$ cat config.mk
export PLATFORM = sky130hd
export DESIGN_NAME = latency_metric_accumulator_unit
export DESIGN_NICKNAME = d
export VERILOG_FILES = /design/src/hdl/lma_pkg.sv /design/src/hdl/latency_metric_accumulator_unit.sv /design/src/hdl/lma_ram.sv /design/src/hdl/lma_metric_unit.sv
export SDC_FILE = /design/constraint.sdc
export NUM_CORES = 2
export LEC_CHECK = 0
export BUFFER_PORTS_ARGS = -buffer_cell sky130_fd_sc_hd__clkbuf_2
export CAP_MARGIN = 20
export CORE_MARGIN = 2
export CORE_UTILIZATION = 49
export CTS_CLUSTER_SIZE = 8
export DETAILED_ROUTE_END_ITERATION = 10
export PLACE_DENSITY_LB_ADDON = 0.25
export SETUP_SLACK_MARGIN = 0.1
export SYNTH_ARGS = -nofsm -noshare
export SYNTH_HDL_FRONTEND = slang
export SYNTH_SLANG_ARGS = --single-unit
$ cat constraint.sdc
create_clock -name clk_i -period 27.9 [get_ports clk_i]
set_input_delay 5.58 -clock clk_i [delete_from_list [all_inputs] [get_ports clk_i]]
set_output_delay 5.58 -clock clk_i [all_outputs]
set_load 0.01 [all_outputs]
$ cat src/hdl/lma_pkg.sv
// ----------------------------------------------------------------------------
// Latency metric accumulator package
// Shared constants, command codes and word types of the latency metric unit.
// ----------------------------------------------------------------------------
package lma_pkg;

  // Table sizes.
  localparam int unsigned METRIC_COUNT = 11;
  localparam int unsigned SLOT_COUNT   = 64;

  localparam int unsigned METRIC_AW = (METRIC_COUNT > 1) ? $clog2(METRIC_COUNT) : 1;
  localparam int unsigned SLOT_AW   = (SLOT_COUNT > 1) ? $clog2(SLOT_COUNT) : 1;

  // Refill metric register.
  localparam int unsigned CFG_W         = 4;
  localparam logic [CFG_W-1:0] REFILL_ID_RESET = 4'd10;

  typedef enum logic [2:0] {
    CMD_ARM          = 3'd0,
    CMD_BEGIN        = 3'd1,
    CMD_END          = 3'd2,
    CMD_REFILL_BEGIN = 3'd3,
    CMD_REFILL_READY = 3'd4,
    CMD_READ         = 3'd5
  } cmd_e;

  typedef struct packed {
    logic [2:0]  command;
    logic [3:0]  metric_id;
    logic [31:0] start_time;
    logic [15:0] slot;
    logic [31:0] now_cycles;
  } lma_in_t;

  typedef struct packed {
    logic [31:0] timestamp;
    logic        running;
    logic [31:0] calls;
    logic [63:0] total_cycles;
    logic [31:0] peak_cycles;
  } lma_out_t;

  // One entry of the metric table.
  typedef struct packed {
    logic [31:0] calls;
    logic [63:0] total;
    logic [31:0] max;
  } lma_entry_t;

  // Request from the sequencer to the metric unit.
  typedef struct packed {
    logic                 rd;
    logic [METRIC_AW-1:0] addr;
    logic                 add;
    logic [31:0]          sample;
    logic                 clear;
  } lma_metric_req_t;

endpackage

$ cat src/hdl/latency_metric_accumulator_unit.sv
// ----------------------------------------------------------------------------
// Latency metric accumulator
// Gathers latency samples into a table of metrics and refill slots.
// ----------------------------------------------------------------------------
// Usage: a command word enters on in_data_i when in_valid_i is high and
// in_stall_o is low. Every command word yields exactly one result word on
// out_data_o, held while out_stall_i is high. The refill metric register is
// written through cfg_valid_i / cfg_data_i; cfg_ready_o is always high, and
// the register should only be written while the unit is idle.
// Each word is handled in a read step and an update step: on acceptance the
// metric RAM and the slot RAM are read, and in the update step the entry is
// updated, written back and the result is registered. The next word is only
// accepted after the update step, once the unit is idle again. The update
// step waits while an earlier result is still held by a stalled receiver.
// Reset puts the unit in the idle phase with the refill metric at ten. The
// metric table and the slot table carry per-entry valid bits that reset and
// the start of a run clear all together, so no clearing pass is needed and
// the unit accepts words right after reset.
// ----------------------------------------------------------------------------
module latency_metric_accumulator_unit (
  input  logic                         clk_i,
  input  logic                         rst_ni,
  input  logic                         in_valid_i,
  output logic                         in_stall_o,
  input  lma_pkg::lma_in_t             in_data_i,
  output logic                         out_valid_o,
  input  logic                         out_stall_i,
  output lma_pkg::lma_out_t            out_data_o,
  input  logic                         cfg_valid_i,
  output logic                         cfg_ready_o,
  input  logic [lma_pkg::CFG_W-1:0]    cfg_data_i
);

  typedef enum logic {
    ST_IDLE,
    ST_EXEC
  } state_e;

  typedef enum logic [1:0] {
    PH_IDLE,
    PH_ARMED,
    PH_RUNNING
  } phase_e;

  state_e state_q, state_d;
  phase_e phase_q, phase_d;
  logic   out_valid_q, out_valid_d;
  lma_pkg::lma_out_t out_data_q, out_data_d;
  logic [lma_pkg::CFG_W-1:0] cfg_q;
  logic [lma_pkg::SLOT_COUNT-1:0] slot_active_q, slot_active_d;
  lma_pkg::lma_in_t item_q;

  logic accept;
  logic go;
  logic start_now;
  logic in_id_ok, in_slot_ok, in_cfg_ok;
  logic id_ok, slot_ok, cfg_ok;
  lma_pkg::cmd_e cmd;
  lma_pkg::lma_metric_req_t metric_req;
  lma_pkg::lma_entry_t metric_entry;
  logic slot_re, slot_we;
  logic [31:0] slot_rdata;
  logic [lma_pkg::SLOT_AW-1:0] slot_idx;

  assign in_stall_o  = (state_q != ST_IDLE);
  assign accept      = in_valid_i && (state_q == ST_IDLE);
  // The update step runs once the output register is free or being emptied.
  assign go          = (state_q == ST_EXEC) && (!out_valid_q || !out_stall_i);
  assign cfg_ready_o = 1'b1;
  assign out_valid_o = out_valid_q;
  assign out_data_o  = out_data_q;

  // Range checks on the incoming word, used to issue the memory reads.
  assign in_id_ok   = (32'(in_data_i.metric_id) < lma_pkg::METRIC_COUNT);
  assign in_slot_ok = (32'(in_data_i.slot) < lma_pkg::SLOT_COUNT);
  assign in_cfg_ok  = (32'(cfg_q) < lma_pkg::METRIC_COUNT);

  // The same checks on the held word for the update step.
  assign id_ok   = (32'(item_q.metric_id) < lma_pkg::METRIC_COUNT);
  assign slot_ok = (32'(item_q.slot) < lma_pkg::SLOT_COUNT);
  assign cfg_ok  = in_cfg_ok;
  assign cmd     = lma_pkg::cmd_e'(item_q.command);
  assign slot_idx = item_q.slot[lma_pkg::SLOT_AW-1:0];

  assign slot_re = accept && in_slot_ok;

  lma_ram #(
    .Width (32),
    .Depth (lma_pkg::SLOT_COUNT)
  ) u_slot_ram (
    .clk_i   (clk_i),
    .we_i    (slot_we),
    .waddr_i (slot_idx),
    .wdata_i (item_q.now_cycles),
    .re_i    (slot_re),
    .raddr_i (in_data_i.slot[lma_pkg::SLOT_AW-1:0]),
    .rdata_o (slot_rdata)
  );

  lma_metric_unit u_metric (
    .clk_i   (clk_i),
    .rst_ni  (rst_ni),
    .req_i   (metric_req),
    .entry_o (metric_entry)
  );

  always_comb begin
    state_d       = state_q;
    phase_d       = phase_q;
    out_valid_d   = out_valid_q;
    out_data_d    = out_data_q;
    slot_active_d = slot_active_q;
    slot_we       = 1'b0;
    start_now     = 1'b0;

    // Read side of the metric table, issued with the accepted word.
    metric_req        = '0;
    metric_req.addr   = (in_data_i.command == lma_pkg::CMD_REFILL_READY)
                        ? cfg_q[lma_pkg::METRIC_AW-1:0]
                        : in_data_i.metric_id[lma_pkg::METRIC_AW-1:0];
    metric_req.rd     = accept &&
                        ((((in_data_i.command == lma_pkg::CMD_END) ||
                           (in_data_i.command == lma_pkg::CMD_READ)) && in_id_ok) ||
                         ((in_data_i.command == lma_pkg::CMD_REFILL_READY) && in_cfg_ok));

    if (out_valid_q && !out_stall_i) begin
      out_valid_d = 1'b0;
    end
    if (accept) begin
      state_d = ST_EXEC;
    end

    if (go) begin
      state_d     = ST_IDLE;
      out_valid_d = 1'b1;
      out_data_d  = '0;
      unique case (cmd)
        lma_pkg::CMD_ARM: begin
          phase_d = PH_ARMED;
        end
        lma_pkg::CMD_BEGIN: begin
          start_now = (phase_q == PH_ARMED);
          out_data_d.timestamp = item_q.now_cycles;
        end
        lma_pkg::CMD_END: begin
          if ((phase_q == PH_RUNNING) && id_ok) begin
            metric_req.add    = 1'b1;
            metric_req.sample = item_q.now_cycles - item_q.start_time;
          end
        end
        lma_pkg::CMD_REFILL_BEGIN: begin
          start_now = (phase_q == PH_ARMED);
          out_data_d.timestamp = item_q.now_cycles;
        end
        lma_pkg::CMD_REFILL_READY: begin
          if ((phase_q == PH_RUNNING) && slot_ok && slot_active_q[slot_idx]) begin
            metric_req.add    = cfg_ok;
            metric_req.sample = item_q.now_cycles - slot_rdata;
            slot_active_d[slot_idx] = 1'b0;
          end
        end
        lma_pkg::CMD_READ: begin
          if (id_ok) begin
            out_data_d.calls        = metric_entry.calls;
            out_data_d.total_cycles = metric_entry.total;
            out_data_d.peak_cycles  = metric_entry.max;
          end
        end
        default: begin
        end
      endcase

      // Starting a run wipes the metric table and every slot.
      if (start_now) begin
        phase_d          = PH_RUNNING;
        metric_req.clear = 1'b1;
        slot_active_d    = '0;
      end

      // A refill begin stamps its slot once the phase is running.
      if ((cmd == lma_pkg::CMD_REFILL_BEGIN) && (phase_d == PH_RUNNING) && slot_ok) begin
        slot_we                 = 1'b1;
        slot_active_d[slot_idx] = 1'b1;
      end

      out_data_d.running = (phase_d == PH_RUNNING);
    end
  end

  always_ff @(posedge clk_i or negedge rst_ni) begin
    if (!rst_ni) begin
      state_q       <= ST_IDLE;
      phase_q       <= PH_IDLE;
      out_valid_q   <= 1'b0;
      out_data_q    <= '0;
      cfg_q         <= lma_pkg::REFILL_ID_RESET;
      slot_active_q <= '0;
    end else begin
      state_q       <= state_d;
      phase_q       <= phase_d;
      out_valid_q   <= out_valid_d;
      out_data_q    <= out_data_d;
      slot_active_q <= slot_active_d;
      if (cfg_valid_i && cfg_ready_o) begin
        cfg_q <= cfg_data_i;
      end
    end
  end

  always_ff @(posedge clk_i) begin
    if (accept) begin
      item_q <= in_data_i;
    end
  end

  // The update step never waits when the output register is free.
  assert property (@(posedge clk_i) disable iff (!rst_ni)
    (state_q == ST_EXEC) && !out_valid_q |=> out_valid_q && (state_q == ST_IDLE))
    else $error("update step did not complete with a free output register");

  // The running flag of a result reflects the phase left by its word.
  assert property (@(posedge clk_i) disable iff (!rst_ni)
    go |=> (out_data_q.running == (phase_q == PH_RUNNING)))
    else $error("running flag disagrees with the phase");

  // Starting a run leaves no refill slot active, apart from the slot stamped by a refill begin that starts it.
  assert property (@(posedge clk_i) disable iff (!rst_ni)
    go && start_now |=> (slot_active_q == '0) || (slot_active_q == $past(slot_active_d)))
    else $error("slot table not cleared at the start of a run");

  // Only a read command returns metric contents.
  assert property (@(posedge clk_i) disable iff (!rst_ni)
    go && (cmd != lma_pkg::CMD_READ) |=>
      (out_data_q.calls == '0) && (out_data_q.total_cycles == '0) &&
      (out_data_q.peak_cycles == '0))
    else $error("metric contents on a result of a non-read command");

endmodule

$ cat src/hdl/lma_ram.sv
// ----------------------------------------------------------------------------
// Generic single-port-write, single-port-read RAM
// One write and one read per cycle; read data is registered.
// ----------------------------------------------------------------------------
module lma_ram #(
  parameter int unsigned Width = 32,
  parameter int unsigned Depth = 64,
  localparam int unsigned Aw = (Depth > 1) ? $clog2(Depth) : 1
) (
  input  logic             clk_i,
  input  logic             we_i,
  input  logic [Aw-1:0]    waddr_i,
  input  logic [Width-1:0] wdata_i,
  input  logic             re_i,
  input  logic [Aw-1:0]    raddr_i,
  output logic [Width-1:0] rdata_o
);

  logic [Width-1:0] mem_q [Depth];
  logic [Width-1:0] rdata_q;

  always_ff @(posedge clk_i) begin
    if (we_i) begin
      mem_q[waddr_i] <= wdata_i;
    end
    if (re_i) begin
      rdata_q <= mem_q[raddr_i];
    end
  end

  assign rdata_o = rdata_q;

endmodule

$ cat src/hdl/lma_metric_unit.sv
// ----------------------------------------------------------------------------
// Metric table
// Holds calls, total and maximum of each metric in a RAM with one valid bit
// per entry, and applies one sample as a read-modify-write.
// ----------------------------------------------------------------------------
module lma_metric_unit (
  input  logic                     clk_i,
  input  logic                     rst_ni,
  input  lma_pkg::lma_metric_req_t req_i,
  output lma_pkg::lma_entry_t      entry_o
);

  logic [lma_pkg::METRIC_COUNT-1:0] valid_q, valid_d;
  logic [lma_pkg::METRIC_AW-1:0]    addr_q;
  logic [$bits(lma_pkg::lma_entry_t)-1:0] ram_rdata;
  lma_pkg::lma_entry_t cur_entry, upd_entry;

  lma_ram #(
    .Width ($bits(lma_pkg::lma_entry_t)),
    .Depth (lma_pkg::METRIC_COUNT)
  ) u_ram (
    .clk_i   (clk_i),
    .we_i    (req_i.add),
    .waddr_i (addr_q),
    .wdata_i (upd_entry),
    .re_i    (req_i.rd),
    .raddr_i (req_i.addr),
    .rdata_o (ram_rdata)
  );

  // An entry that has not been written since the last clear reads as zero.
  assign cur_entry = valid_q[addr_q] ? lma_pkg::lma_entry_t'(ram_rdata) : '0;
  assign entry_o   = cur_entry;

  always_comb begin
    upd_entry       = cur_entry;
    upd_entry.calls = cur_entry.calls + 32'd1;
    upd_entry.total = cur_entry.total + {32'd0, req_i.sample};
    if (req_i.sample > cur_entry.max) begin
      upd_entry.max = req_i.sample;
    end
    valid_d = valid_q;
    if (req_i.clear) begin
      valid_d = '0;
    end else if (req_i.add) begin
      valid_d[addr_q] = 1'b1;
    end
  end

  always_ff @(posedge clk_i or negedge rst_ni) begin
    if (!rst_ni) begin
      valid_q <= '0;
    end else begin
      valid_q <= valid_d;
    end
  end

  always_ff @(posedge clk_i) begin
    if (req_i.rd) begin
      addr_q <= req_i.addr;
    end
  end

endmodule
==> metrics.txt <==
top_reg_cell synth=edfxtp_1; Worst-Margin Slew=1590 ps; Critical Path Start=out_stall_i; H-Tree Depth=6; DIE WIDTH=around 570 um; sw frac=roughly a quarter; initial antenna violation count=10; Core Region=0.323 mm2; first-pass GRT wire length=636 mm; leading area contributor after synthesis=edfxtp_1; IO Pins=260; GPL Wtd Cong=0.914; yosys warns=0; CTS tree=yes; Starting Density=between 40% and 50%; Detail Route Antenna Nets=0; drt total wl=roughly 440 mm; crit path capture type=register; Seq cells post-synth=3951; Final setup viols=0; status=finished, violations left; failing checks=slew limit; kind of critical path=in -> reg; Syn Nets=9785; Avg Cell Area, Syn=approximately 17 um2; die height=between 500 and 600 um; number of remaining DRC errors=0; final number of hold-violating endpoints=0; Hold Path Origin=out_data_o[152]; CTS root buf=clkbuf_16; unrepaired setup endpoints after global routing=no; fmax=86.4 MHz; Setup Fix Bufs, Post-CTS=0; CTS Sinks=roughly 4000; worst vdd ir=0.0657 mV; area growth from synthesis to layout=14.4%; Combinational Power Share=8.1%; Worst Setup Start Kind=input port; RR Startpoint=item_q[13]; vias per cell=roughly 6.2; Port-buffer cells=between 200 and 300; Netlist cell types=96; ys async rst share=6.18%; CTS Buf Count=roughly 570; CP Max Fanout=slightly above 70; sequential fraction of the synthesis area=roughly three quarters; sequential share of power=48.1%; DR WL/cell=30.2 um; Slew Limit Fails=113; Final period util=41.5%; Post-synth EDFFs=3707; Slew HR=-5.96%; Post-CTS Hold Buffers=0; Cells after Synth=9566; Min Clock Period, post-route=11580 ps; Data arrival, critical path=12240 ps; P_leak=61.8 nW; nets@finish=10273; setup TNS=0 ps; Power Dens Cells=about 77 mW/mm2; vias=91084; Layout fillers=approximately 24000; total die area=0.329 mm2; clock latency on the worst-skew pair=1020 ps; most common cell after layout, fill and taps aside=edfxtp_1; Synth Cell Area=between 0.15 and 0.2 mm2; largest net degree at the start of global routing=~200; Net Sw Power=3.27 mW; Yosys top cell area share=roughly 70%; Non-Filler Instances=14600; DP Wirelength=248 mm; clk_skew=74.4 ps; top post-synthesis cells by area=edfxtp_1 70%, mux4_2 9.4%, dfrtp_1 3.8%; # resized after CTS=0; GRT overflow=0; Finished Core Util=56.3%; proportion of layout cells with a drive suffix above 1=19.0%; GR Util All Layers=a little over a quarter; P_int=between 10 and 15 mW; max cap viols=0; CTS Buffer Depth=4; Clk pwr share=43.8%; dpl cells=13806; Crit path required time=28560 ps; vias in the first global route=~91000; drt pass-1 iters=6; clock-pin slew on the worst setup and hold paths=50 ps; Min-Delay Path Class=reg -> reg; 1st-iter DRT viols=10904; most frequent cells in the layout=3707 x edfxtp_1, 1565 x nand2_1, 667 x mux4_2; Rows=209
==> kinds of logic after synthesis <==
group,count (synthesis),share of synthesized area (%)
flip-flops,3951,73.8
AND/OR/NAND/NOR,2583,7.14
AO/OA/AOI/OAI,1328,5.60
multiplexers,781,10.2
buffers and inverters,701,1.68
adder cells (fa/ha/maj),126,1.00
XOR/XNOR,95,0.523
other,1,0.00236
==> synth_stat cells, types with 12 or more instances <==
library cell / count
a32o_1: 19
and3_1: 163
ha_1: 120
o21a_1: 28
a21o_1: 50
and2_1: 57
a21oi_1: 397
a211oi_1: 21
mux4_2: 667
or3_1: 17
o31ai_1: 12
mux2i_1: 82
a22o_1: 111
a311oi_1: 204
dfrtp_1: 242
nand3_1: 402
nand4_1: 22
buf_1: 101
clkbuf_1: 452
o21ai_0: 253
nand2b_1: 49
nand3b_1: 14
nor2b_1: 23
nor2_1: 194
xnor2_1: 52
nor3_1: 27
inv_1: 127
o211ai_1: 64
mux2_2: 23
xor2_1: 43
a31oi_1: 71
nand2_1: 1565
edfxtp_1: 3707
==> area by class of cell <==
class | count | area (um2) | share of cell area (%)
clock inverter | 40 | 611 | 0.336
sequential | 3951 | 117000 | 64.5
antenna | 4 | 10.0 | 0.00550
inverter | 129 | 509 | 0.280
clock buffer | 744 | 15100 | 8.30
multi-input combinational | 4914 | 39600 | 21.8
tap | 4325 | 5410 | 2.97
timing repair buffer | 493 | 3260 | 1.79
==> flip-flops by register name, indices dropped and copies added (netlist names) <==
signal	cells
slot_active_q	64
u_slot_ram.mem_q	2048
u_metric.valid_q	11
u_slot_ram.rdata_o	32
in_stall_o	1
item_q	84
u_metric.addr_q	4
out_valid_o	1
cmd	3
out_data_o	161
u_metric.u_ram.mem_q	1408
u_metric.u_ram.rdata_o	128
phase_q	2
cfg_q	4
==> routing by layer <==
layer	wire length, um	vias up	GRT usage, %
met4	19400	2	11.1
met2	219000	4602	44.2
met3	35300	839	4.07
met5	11	-	0
li1	-	38382	-
met1	167000	47259	34.8
==> metrics by stage <==
step	hold WS, ps	worst slack, ps	instance area (um2)	power, mW
global route	495	16000	182000	14.4
floorplan	445	7230	159000	7.51
global placement	452	15780	166000	7.94
CTS	475	16580	182000	14.1
detailed placement	458	15540	166000	7.97
finish	474	16320	182000	14.0
==> path summary, 6_finish.rpt <==
check / slack, ps / end / depth (start not counted)
worst min register to register: 470 / out_data_o[152] / 2
worst max register to register: 18950 / u_metric.u_ram.mem_q[8][22] / 26
worst max-delay path: 16320 / u_metric.u_ram.mem_q[1][75] / 20
max in group asynchronous: 20200 / out_data_o[137] / 4
min in group asynchronous: 4680 / out_data_o[98] / 1
worst min-delay path: 470 / out_data_o[152] / 2
==> power groups by stage <==
stage | Clock (mW) | Sequential [mW] | Combinational, mW
floorplan | 0 | 6.90 | 0.615
global placement | 0 | 6.84 | 1.10
detailed placement | 0 | 6.84 | 1.13
CTS | 6.21 | 6.73 | 1.13
global route | 6.47 | 6.73 | 1.22
finish | 6.13 | 6.74 | 1.14
==> critical path, stage by stage <==
cell and delay [ps]:
clkbuf_2 240, a21bo_4 810, buf_4 680, a211oi_2 80, buf_4 260, nand2_1 120, inv_1 100, ha_1 310
a211oi_1 300, o21bai_1 120, a21oi_1 270, o21bai_1 130, a211oi_1 460, o21ai_0 180, o22ai_1 250, o31a_1 320
a21oi_4 150, o2111ai_4 800, a21oi_1 140, o21ai_0 820
(Power assumes the default switching activity.)
